<file path="src/hdl/hall_sensor_position_decoder_defines.svh">
// assertion macros for the hall sensor position decoder
// included by the rtl files that carry concurrent checks; no other dependencies
`ifndef HALL_SENSOR_POSITION_DECODER_DEFINES_SVH
`define HALL_SENSOR_POSITION_DECODER_DEFINES_SVH
`ifndef SYNTH
// antecedent holds, consequent holds in the next cycle
`define HSD_ASSERT_NEXT(lbl, clk, rst, ante, cons) \
   lbl: assert property (@(posedge clk) disable iff (rst) (ante) |=> (cons)) \
      else $error("hall decoder check failed");
// antecedent holds, consequent holds in the same cycle
`define HSD_ASSERT_SAME(lbl, clk, rst, ante, cons) \
   lbl: assert property (@(posedge clk) disable iff (rst) (ante) |-> (cons)) \
      else $error("hall decoder check failed");
`else
`define HSD_ASSERT_NEXT(lbl, clk, rst, ante, cons)
`define HSD_ASSERT_SAME(lbl, clk, rst, ante, cons)
`endif
`endif

</file>
<file path="src/hdl/hsd_pkg.sv">
// shared types, hall code constants and commutation tables
// used by hsd_step and the hall_sensor_position_decoder top level
package hsd_pkg;

   localparam int CodeWidth = 3;
   localparam int CountWidth = 32;
   localparam int DirWidth = 2;

   localparam logic [CodeWidth-1:0] CODE_LOW_INVALID  = 3'b000;
   localparam logic [CodeWidth-1:0] CODE_HIGH_INVALID = 3'b111;
   localparam logic [CodeWidth-1:0] CODE_001 = 3'b001;
   localparam logic [CodeWidth-1:0] CODE_010 = 3'b010;
   localparam logic [CodeWidth-1:0] CODE_011 = 3'b011;
   localparam logic [CodeWidth-1:0] CODE_100 = 3'b100;
   localparam logic [CodeWidth-1:0] CODE_101 = 3'b101;
   localparam logic [CodeWidth-1:0] CODE_110 = 3'b110;

   localparam logic signed [DirWidth-1:0] SIGN_RESET = 2'sb01;

   typedef struct packed {
      logic [CodeWidth-1:0]         prior_code;
      logic [CodeWidth-1:0]         last_code;
      logic [CountWidth-1:0]        sample_count;
      logic [CountWidth-1:0]        invalid_count;
      logic [CountWidth-1:0]        fault_count;
      logic signed [CountWidth-1:0] position;
      logic signed [DirWidth-1:0]   direction;
   } hsd_state_type;

   // forward order 011 -> 001 -> 101 -> 100 -> 110 -> 010 -> 011
   function automatic logic [CodeWidth-1:0] fwd_pred(input logic [CodeWidth-1:0] code);
      logic [CodeWidth-1:0] r;
      case (code)
         CODE_001: r = CODE_011;
         CODE_010: r = CODE_110;
         CODE_011: r = CODE_010;
         CODE_100: r = CODE_101;
         CODE_101: r = CODE_001;
         CODE_110: r = CODE_100;
         default:  r = CODE_LOW_INVALID;
      endcase
      return r;
   endfunction

   function automatic logic [CodeWidth-1:0] fwd_succ(input logic [CodeWidth-1:0] code);
      logic [CodeWidth-1:0] r;
      case (code)
         CODE_001: r = CODE_101;
         CODE_010: r = CODE_011;
         CODE_011: r = CODE_001;
         CODE_100: r = CODE_110;
         CODE_101: r = CODE_100;
         CODE_110: r = CODE_010;
         default:  r = CODE_LOW_INVALID;
      endcase
      return r;
   endfunction

endpackage

</file>
<file path="src/hdl/hall_sensor_position_decoder.sv">
// top level of the three-phase hall sensor position decoder
// depends on hsd_pkg, hsd_step and hall_sensor_position_decoder_defines.svh
//
//  channel  | direction | payload
//  ---------+-----------+--------------------------------------------------
//  req_     | in        | three hall levels
//  rsp_     | out       | direction, position, counters, current/prev code
//  csr_     | in        | direction_sign, 2 bit signed
//
// one sample per cycle while the rsp side does not stall: a sample is registered
// in the input register, then the decode and 32-bit adds fold it into the state
// register, which is the result register. rsp_tvalid rises when the state register
// takes the result.
// synchronous reset clears the counters, code history and direction; sign to +1.
// a stalled rsp side holds the state; the input register still takes one sample.
`include "hall_sensor_position_decoder_defines.svh"

module hall_sensor_position_decoder (
   input  logic         clock,
   input  logic         reset,
   input  logic         req_tvalid,
   output logic         req_tready,
   input  logic [7:0]   req_tdata,   // hall_a, hall_b, hall_c, 5 bits zero
   output logic         rsp_tvalid,
   input  logic         rsp_tready,
   output logic [135:0] rsp_tdata,   // step_direction, position_count, fault_count,
                                     // invalid_code_count, sample_count,
                                     // current_code, previous_code
   input  logic         csr_valid,
   output logic         csr_ready,
   input  logic [1:0]   csr_data     // direction_sign
);

   logic [hsd_pkg::CodeWidth-1:0]       code_ff, code_in;
   logic                                in_valid_ff, in_valid_in;
   logic                                out_valid_ff, out_valid_in;
   logic signed [hsd_pkg::DirWidth-1:0] sign_ff, sign_in;
   hsd_pkg::hsd_state_type              state_ff, state_in, state_nxt;
   logic                                advance;
   logic                                req_take;

   assign advance    = in_valid_ff && (!out_valid_ff || rsp_tready);
   assign req_tready = !in_valid_ff || advance;
   assign req_take   = req_tvalid && req_tready;
   assign csr_ready  = 1'b1;

   hsd_step u_step (
      .state_cur (state_ff),
      .code      (code_ff),
      .dir_sign  (sign_ff),
      .state_nxt (state_nxt)
   );

   always_comb begin
      code_in      = req_take ? {req_tdata[0], req_tdata[1], req_tdata[2]} : code_ff;
      in_valid_in  = req_take || (in_valid_ff && !advance);
      out_valid_in = advance || (out_valid_ff && !rsp_tready);
      state_in     = advance ? state_nxt : state_ff;
      sign_in      = (csr_valid && csr_ready) ? csr_data : sign_ff;
   end

   always_ff @(posedge clock) begin
      code_ff <= code_in;
      if (reset) begin
         in_valid_ff  <= 1'b0;
         out_valid_ff <= 1'b0;
         state_ff     <= '0;
         sign_ff      <= hsd_pkg::SIGN_RESET;
      end else begin
         in_valid_ff  <= in_valid_in;
         out_valid_ff <= out_valid_in;
         state_ff     <= state_in;
         sign_ff      <= sign_in;
      end
   end

   assign rsp_tvalid = out_valid_ff;
   assign rsp_tdata  = {state_ff.prior_code, state_ff.last_code, state_ff.sample_count,
                        state_ff.invalid_count, state_ff.fault_count,
                        state_ff.position, state_ff.direction};

   `HSD_ASSERT_NEXT(a_advance_gives_result, clock, reset, advance, rsp_tvalid)
   `HSD_ASSERT_NEXT(a_state_holds_when_idle, clock, reset, !advance, $stable(state_ff))
   `HSD_ASSERT_NEXT(a_sample_count_steps, clock, reset, advance,
      state_ff.sample_count == $past(state_ff.sample_count) + hsd_pkg::CountWidth'(1))
   `HSD_ASSERT_NEXT(a_invalid_keeps_direction, clock, reset,
      advance && (code_ff == hsd_pkg::CODE_LOW_INVALID ||
                  code_ff == hsd_pkg::CODE_HIGH_INVALID),
      $stable(state_ff.direction))

endmodule

</file>
<file path="src/hdl/hsd_step.sv">
// next-state logic for one hall sample: direction, position, event counters and code history
// depends on hsd_pkg
module hsd_step (
   input  hsd_pkg::hsd_state_type                 state_cur,
   input  logic [hsd_pkg::CodeWidth-1:0]          code,
   input  logic signed [hsd_pkg::DirWidth-1:0]    dir_sign,
   output hsd_pkg::hsd_state_type                 state_nxt
);

   logic                                   code_invalid;
   logic signed [hsd_pkg::DirWidth-1:0]    neg_sign;
   logic signed [hsd_pkg::DirWidth-1:0]    dir_new;
   logic                                   fault_inc;
   logic                                   invalid_inc;

   assign code_invalid = (code == hsd_pkg::CODE_LOW_INVALID) ||
                         (code == hsd_pkg::CODE_HIGH_INVALID);
   assign neg_sign = hsd_pkg::DirWidth'(-dir_sign);

   always_comb begin
      dir_new     = state_cur.direction;
      fault_inc   = 1'b0;
      invalid_inc = 1'b0;
      if (code_invalid) begin
         fault_inc   = 1'b1;
         invalid_inc = 1'b1;
      end else if (state_cur.last_code == code) begin
         dir_new = '0;
      end else if (state_cur.last_code == hsd_pkg::fwd_pred(code)) begin
         dir_new = dir_sign;
      end else if (state_cur.last_code == hsd_pkg::fwd_succ(code)) begin
         dir_new = neg_sign;
      end else if (state_cur.sample_count != '0) begin
         // illegal jump, not counted on the first sample
         fault_inc = 1'b1;
      end
   end

   always_comb begin
      state_nxt.direction     = dir_new;
      state_nxt.position      = state_cur.position +
         {{(hsd_pkg::CountWidth-hsd_pkg::DirWidth){dir_new[hsd_pkg::DirWidth-1]}}, dir_new};
      state_nxt.fault_count   = state_cur.fault_count +
         {{(hsd_pkg::CountWidth-1){1'b0}}, fault_inc};
      state_nxt.invalid_count = state_cur.invalid_count +
         {{(hsd_pkg::CountWidth-1){1'b0}}, invalid_inc};
      state_nxt.sample_count  = state_cur.sample_count + hsd_pkg::CountWidth'(1);
      state_nxt.last_code     = code;
      state_nxt.prior_code    = state_cur.last_code;
   end

endmodule
</file>
<file path="config.mk">
export PLATFORM = sky130hd
export DESIGN_NAME = hall_sensor_position_decoder
export DESIGN_NICKNAME = d
export VERILOG_FILES = /design/src/hdl/hsd_pkg.sv /design/src/hdl/hall_sensor_position_decoder.sv /design/src/hdl/hsd_step.sv
export VERILOG_INCLUDE_DIRS = /design/src /design/src/hdl
export SDC_FILE = /design/constraint.sdc
export NUM_CORES = 1
export LEC_CHECK = 0
export BUFFER_PORTS_ARGS = -buffer_cell sky130_fd_sc_hd__clkbuf_2
export CORE_MARGIN = 2
export CORE_UTILIZATION = 45
export CTS_CLUSTER_DIAMETER = 30
export DETAILED_ROUTE_END_ITERATION = 8
export GPL_TIMING_DRIVEN = 0
export PLACE_DENSITY = 0.75
export SLEW_MARGIN = 10
export SYNTH_ARGS = -nofsm -noshare
export SYNTH_HDL_FRONTEND = slang
export SYNTH_HIERARCHICAL = 1
export SYNTH_SLANG_ARGS = --single-unit
</file>
<file path="constraint.sdc">
create_clock -name clock -period 4.85 [get_ports clock]
set_input_delay 0.485 -clock clock [delete_from_list [all_inputs] [get_ports clock]]
set_output_delay 0.485 -clock clock [all_outputs]
set_load 0.02 [all_outputs]
</file>
==> results of run 1 <==
==> power groups by stage <==
stage | Combinational, uW | Sequential, uW | Clock (uW)
after detailed placement | 378 | 1240 | 0
after global routing | 419 | 1210 | 1640
after CTS | 381 | 1210 | 1600
final | 382 | 1210 | 1570
after floorplan | 273 | 1250 | 0
after global placement | 366 | 1240 | 0
==> stage by stage <==
| step | cells | TNS [ns] | util [%] | worst slack [ns] | cell area (um^2) |
|---|---|---|---|---|---|
| finish | 1635 | 0 | 54.7 | 0.316 | 12000 |
| global route | 1635 | 0 | 54.7 | 0.0191 | 12000 |
| CTS | 1630 | 0 | 54.5 | 0.136 | 12000 |
| detailed placement | 1598 | 0 | 51.3 | 0.189 | 11300 |
| global placement | 1597 | -5.71 | 51.1 | -0.596 | 11200 |
| floorplan | 1171 | 0 | - | 0.181 | 10100 |
==> worst paths after layout <==
path                                        to  cells after the start  slack (ns)
worst max-delay path             rsp_tdata[18]                     19        0.32
worst min-delay path                code_ff[1]                      1        0.25
worst max register to register   rsp_tdata[18]                     19        0.32
worst min register to register  rsp_tdata[134]                      2        0.47
==> per-layer routing <==
metal | track usage (%) | share of wire [%]
met1 | 27.1 | 46
met2 | 33.7 | 47
met3 | 4.96 | 5.4
met4 | 7.30 | 1.8
met5 | 0 | 0
==> synthesized netlist by cell type, drive strengths merged (4+ instances only) <==
library cell,number
a21oi,31
nor3,12
mux2i,137
and4,11
o21bai,4
a211o,4
inv,17
o21ai,19
a311oi,4
xnor2,87
nor2,46
nand2b,274
nand4,20
ha,38
dfxtp,140
nand3,40
a21o,12
buf,28
o211ai,5
nor2b,9
clkbuf,40
xor2,34
o21a,6
nand2,58
and3,26
nor4,7
a31oi,8
nor4bb,4
and2,8
==> final cells by class <==
cell class                      instances  area, um^2
Buffer                                 68         389
Clock buffer                           20         478
Clock inverter                         12         226
Fill cell                            1965        9940
Inverter                               17        63.8
Multi-Input combinational cell        943        6820
Sequential cell                       143        2890
Tap cell                              280         350
Timing Repair Buffer                  152         796
==> cell families (layout without fill, tap and decap cells) <==
kind of cell / Yosys count / count (layout) / share of synthesized area (%)
simple gates: 523 / 523 / 29.6
flops: 143 / 143 / 28.5
mux: 137 / 137 / 13.5
compound gates: 122 / 122 / 8.54
xor+xnor: 121 / 121 / 10.4
buf+inv: 85 / 269 / 4.46
fa+ha+maj: 39 / 39 / 4.88
other cells: 1 / 1 / 0.0370
==> state kept, by name, summed over array words and instances, names as in the netlist <==
name / flops
rsp_tdata: 136
rsp_tvalid: 1
code_ff: 3
in_valid_ff: 1
sign_ff: 2
==> what timing repair did <==
item,CTS,global route
gates resized for setup,0,2
buffers inserted,0,5
setup endpoints to repair,0,7
==> results.cfg, run 1 <==
[status]
status = finished, final reports clean

[min_path]
min_from = req_tdata[1]
hp-class = in2reg

[worst_setup_path]
cp_top_family = compound AO/OA/AOI/OAI gates
r2r_start = code_ff[1]
crit_buf_inv = 4
crit_path_start = code_ff[1]
critical_path.max_fanout = 27
startpoint_type = flop
cpMaxStageDelayCell = fa_1
cp.required_ns = 5.19
cp_cell_sequence = clkbuf_1 -> nor4bb_1 -> a31oi_1 -> o311a_1 -> a21bo_1 -> a21oi_4 -> buf_16 -> inv_1 -> fa_1 -> nor2b_1 -> o21bai_1 -> a21oi_2 -> buf_4 -> o32a_4 -> nand3_1 -> a311oi_1 -> xor2_1 -> nand2b_1 -> mux2i_1
critPathKind = reg2reg
worstPathArrival_ns = 4.88
worstSetupEndpointType = flop
slowest_delay_ns = 0.42

[power]
ir_drop_uv = 199
p_sw_share_pct = 24.3
p_comb_share_pct = 12.1
power_density_nw_per_um2 = 263
power_switching_uw = 766
total_power_uw = 3160
pwr-share-seq_pct = 38.3
share_clk_of_total_power_pct = 49.6
p_leak_uw = 0.00493
internal-power_uw = 2390

[sta]
hold_viol = 0
setup_violations = 0
fin_hold_ws_ns = 0.248
period_share_pct = 93.5
min_period_ns = 4.53
tightestPinTransition_ns = 0.507
rsz0062_at_grt = false
finClkSkew_ns = 0.0150
fmax_ghz = 0.221
maxSlewHeadroom_pct = 66.2
finalMaxSlewViolations = 0

[die]
io_pins = 154
fp.dieH_um = 154
die_w_um = 154
core-area_um2 = 22000
initial_core_util_pct = 46.2
dieArea_um2 = 23800
rows = 54

[placement]
dp_hpwl_um = 17800
place.gp.congestion = 0.892
port_buffers = 146

[clock_tree]
clkTransAtPathRegs_ns = 0.06
cts_hold_buf = 0
cts.sink_count = 143
cts_max_level = 4
clock_latency_ns = 0.42
cts_made_buffers = 17
cts_root_buf = clkbuf_16
cts_tree = yes
clockBufferDepth = 2

[grt]
grt_pass1_wl_um = 41000
grt_pass1_vias = 8270
grt_max_degree = 28
antenna_found_initial = 0
grt_overflow = 0
track_usage_pct = 20.8

[synthesis]
yosys_warnings = 6
synth_cell_type_count = 63
netlist_instances = 1171
syn_area_per_cell_um2 = 8.67
synth_edf_count = 3
syn-num-nets = 1225
ys_seq_elements = 143
synth_top_area_cell = dfxtp_1
async_reset_ff_share_pct = 0
synth-seq-area-share_pct = 28.5
syn_area_um2 = 10100
netlist.area_leader.share_pct = 27.6
synthTopCellsByArea = dfxtp_1, nand2b_1, mux2i_1
ys.flop_type = dfxtp_1

[route]
antenna_left = 0
post_drt_wl_per_cell_um = 15.0
wl_um = 24500
via_count = 8639
drc_errors = 0
vias_per_cell = 5.28
drtIter0Drc = 464
drtPass1Iterations = 5

[final_layout]
final_common_cell = nand2b_1
n_antenna_cell = 0
final_layout_size_suffix_gt1_share_pct = 16.5
nets = 1396
syn2layout_area_growth_pct = 18.4
final_cell_mix = nand2b_1, clkbuf_2, dfxtp_1

[job]
cap_viol_max_count = 0
(Power assumes the default switching activity.)
==> run 2: changes to the inputs <==
Settings changed: PLACE_DENSITY 0.75 to 0.68.
==> run 2 against run 1 <==
Worst setup slack gained 0.065 ns. Non-clock buffer count shrank 2. Core utilization shrank 0.50 points. Cell count shrank 0.12%. Critical endpoint is now rsp_tdata[32]. Largest cell class unchanged.
==> results.cfg, run 2 (synthesized netlist as in run 1, its figures left out) <==
[status]
status = finished, final reports clean

[placement]
preCtsSetupSlack_ns = 0.153
dpl_cell_area_um2 = 11300
port_buffers = 146
dp.cells = 1598
dp_hpwl_um = 18000
place.gp.congestion = 0.849

[clock_tree]
cts_hold_buf = 0
cts.sink_count = 143
clock_latency_ns = 0.42
cts_root_buf = clkbuf_16
post_cts_buffers = 0
cts_max_level = 4
clockBufferDepth = 2
post_cts_resize_count = 0
cts_tree = yes
cts_made_buffers = 17
clkTransAtPathRegs_ns = 0.06

[grt]
track_usage_pct = 20.6
grt_max_degree = 19
antenna_found_initial = 0
grt_pass1_vias = 7959
grt_overflow = 0
grt_pass1_wl_um = 40400

[job]
cap_viol_max_count = 0

[power]
power_switching_uw = 805
p_leak_uw = 0.00488
internal-power_uw = 2170
p_sw_share_pct = 27.0
power_density_nw_per_um2 = 250
p_comb_share_pct = 12.9
share_clk_of_total_power_pct = 46.5
ir_drop_uv = 189
pwr-share-seq_pct = 40.7
total_power_uw = 2980

[min_path]
hp-class = in2reg

[die]
die_w_um = 154
dieArea_um2 = 23800
initial_core_util_pct = 46.2
core-area_um2 = 22000
rows = 54
fp.dieH_um = 154
io_pins = 154

[sta]
final.setup.worst_slack_ns = 0.381
finalMaxSlewViolations = 0
finClkSkew_ns = 0.00949
min_period_ns = 4.47
hold_viol = 0
maxSlewHeadroom_pct = 62.1
fmax_ghz = 0.224
tightestPinTransition_ns = 0.565
period_share_pct = 92.1
rsz0062_at_grt = false
setup_violations = 0

[final_layout]
n_antenna_cell = 0
nFillCells = 2061
final_core_util_pct = 54.2
syn2layout_area_growth_pct = 17.3
nets = 1394
final_layout_size_suffix_gt1_share_pct = 16.2
largest_register_ffs = 136
final_cell_mix = nand2b_1, clkbuf_2, dfxtp_1
final_common_cell = nand2b_1
fin_cells = 1633
finalInstanceArea_um2 = 11900

[worst_setup_path]
cp_cell_sequence = clkbuf_1 -> nor4bb_1 -> a31oi_1 -> o311a_1 -> a21bo_1 -> a21oi_4 -> inv_1 -> fa_1 -> nor2b_1 -> o21bai_1 -> a21oi_1 -> a22oi_1 -> o211ai_2 -> a21oi_1 -> a311o_1 -> nand2b_1 -> mux2i_1
crit_buf_inv = 2
critPathKind = reg2reg
cp_top_family = compound AO/OA/AOI/OAI gates
worstSetupEndpointType = flop
slowest_delay_ns = 0.45
critical_path.max_fanout = 10
crit_top_cell = a21oi_1
cpMaxStageDelayCell = fa_1
startpoint_type = flop
cp.required_ns = 5.15
worstPathArrival_ns = 4.77

[route]
via_count = 8573
drtIter0Drc = 435
antenna_left = 0
vias_per_cell = 5.25
wl_um = 24600
post_drt_wl_per_cell_um = 15.0
drc_errors = 0
drtPass1Iterations = 5
-- run 2: metrics by stage --
stage	TNS, ns	hold slack, ns
6_report	0	0.279
5_1_grt	0	0.260
4_1_cts	0	0.256
3_5_place_dp	0	0.462
3_3_place_gp	-6.91	0.460
2_1_floorplan	0	0.477
-- run 2: worst paths after layout --
kind,cells past startpoint,endpoint,from,slack [ns]
max reg2reg,17,rsp_tdata[32],code_ff[1],0.38
min reg2reg,2,rsp_tdata[135],rsp_tdata[135],0.48
min,1,code_ff[0],req_tdata[2],0.28
max,17,rsp_tdata[32],code_ff[1],0.38
-- run 2: area by class of cell --
cell class | count | area, um^2 | share of cell area [%]
Sequential cell | 143 | 2890 | 24.3
Tap cell | 280 | 350 | 2.94
Inverter | 17 | 63.8 | 0.536
Clock inverter | 14 | 169 | 1.42
Clock buffer | 18 | 450 | 3.78
Buffer | 68 | 389 | 3.27
Multi-Input combinational cell | 943 | 6810 | 57.2
Timing Repair Buffer | 150 | 781 | 6.56
-- run 2: power by group through the flow --
stage / Sequential [uW] / Clock [uW] / Combinational, uW
after detailed placement: 1240 / 0 / 378
after CTS: 1210 / 1420 / 381
after global placement: 1240 / 0 / 369
after floorplan: 1250 / 0 / 273
final: 1210 / 1380 / 383
after global routing: 1210 / 1460 / 419
-- run 2: routing by layer --
metal	GRT usage [%]	wire, um
met1	27.5	11700
met2	34.0	11500
met3	3.13	975
met4	6.90	447
met5	0	0
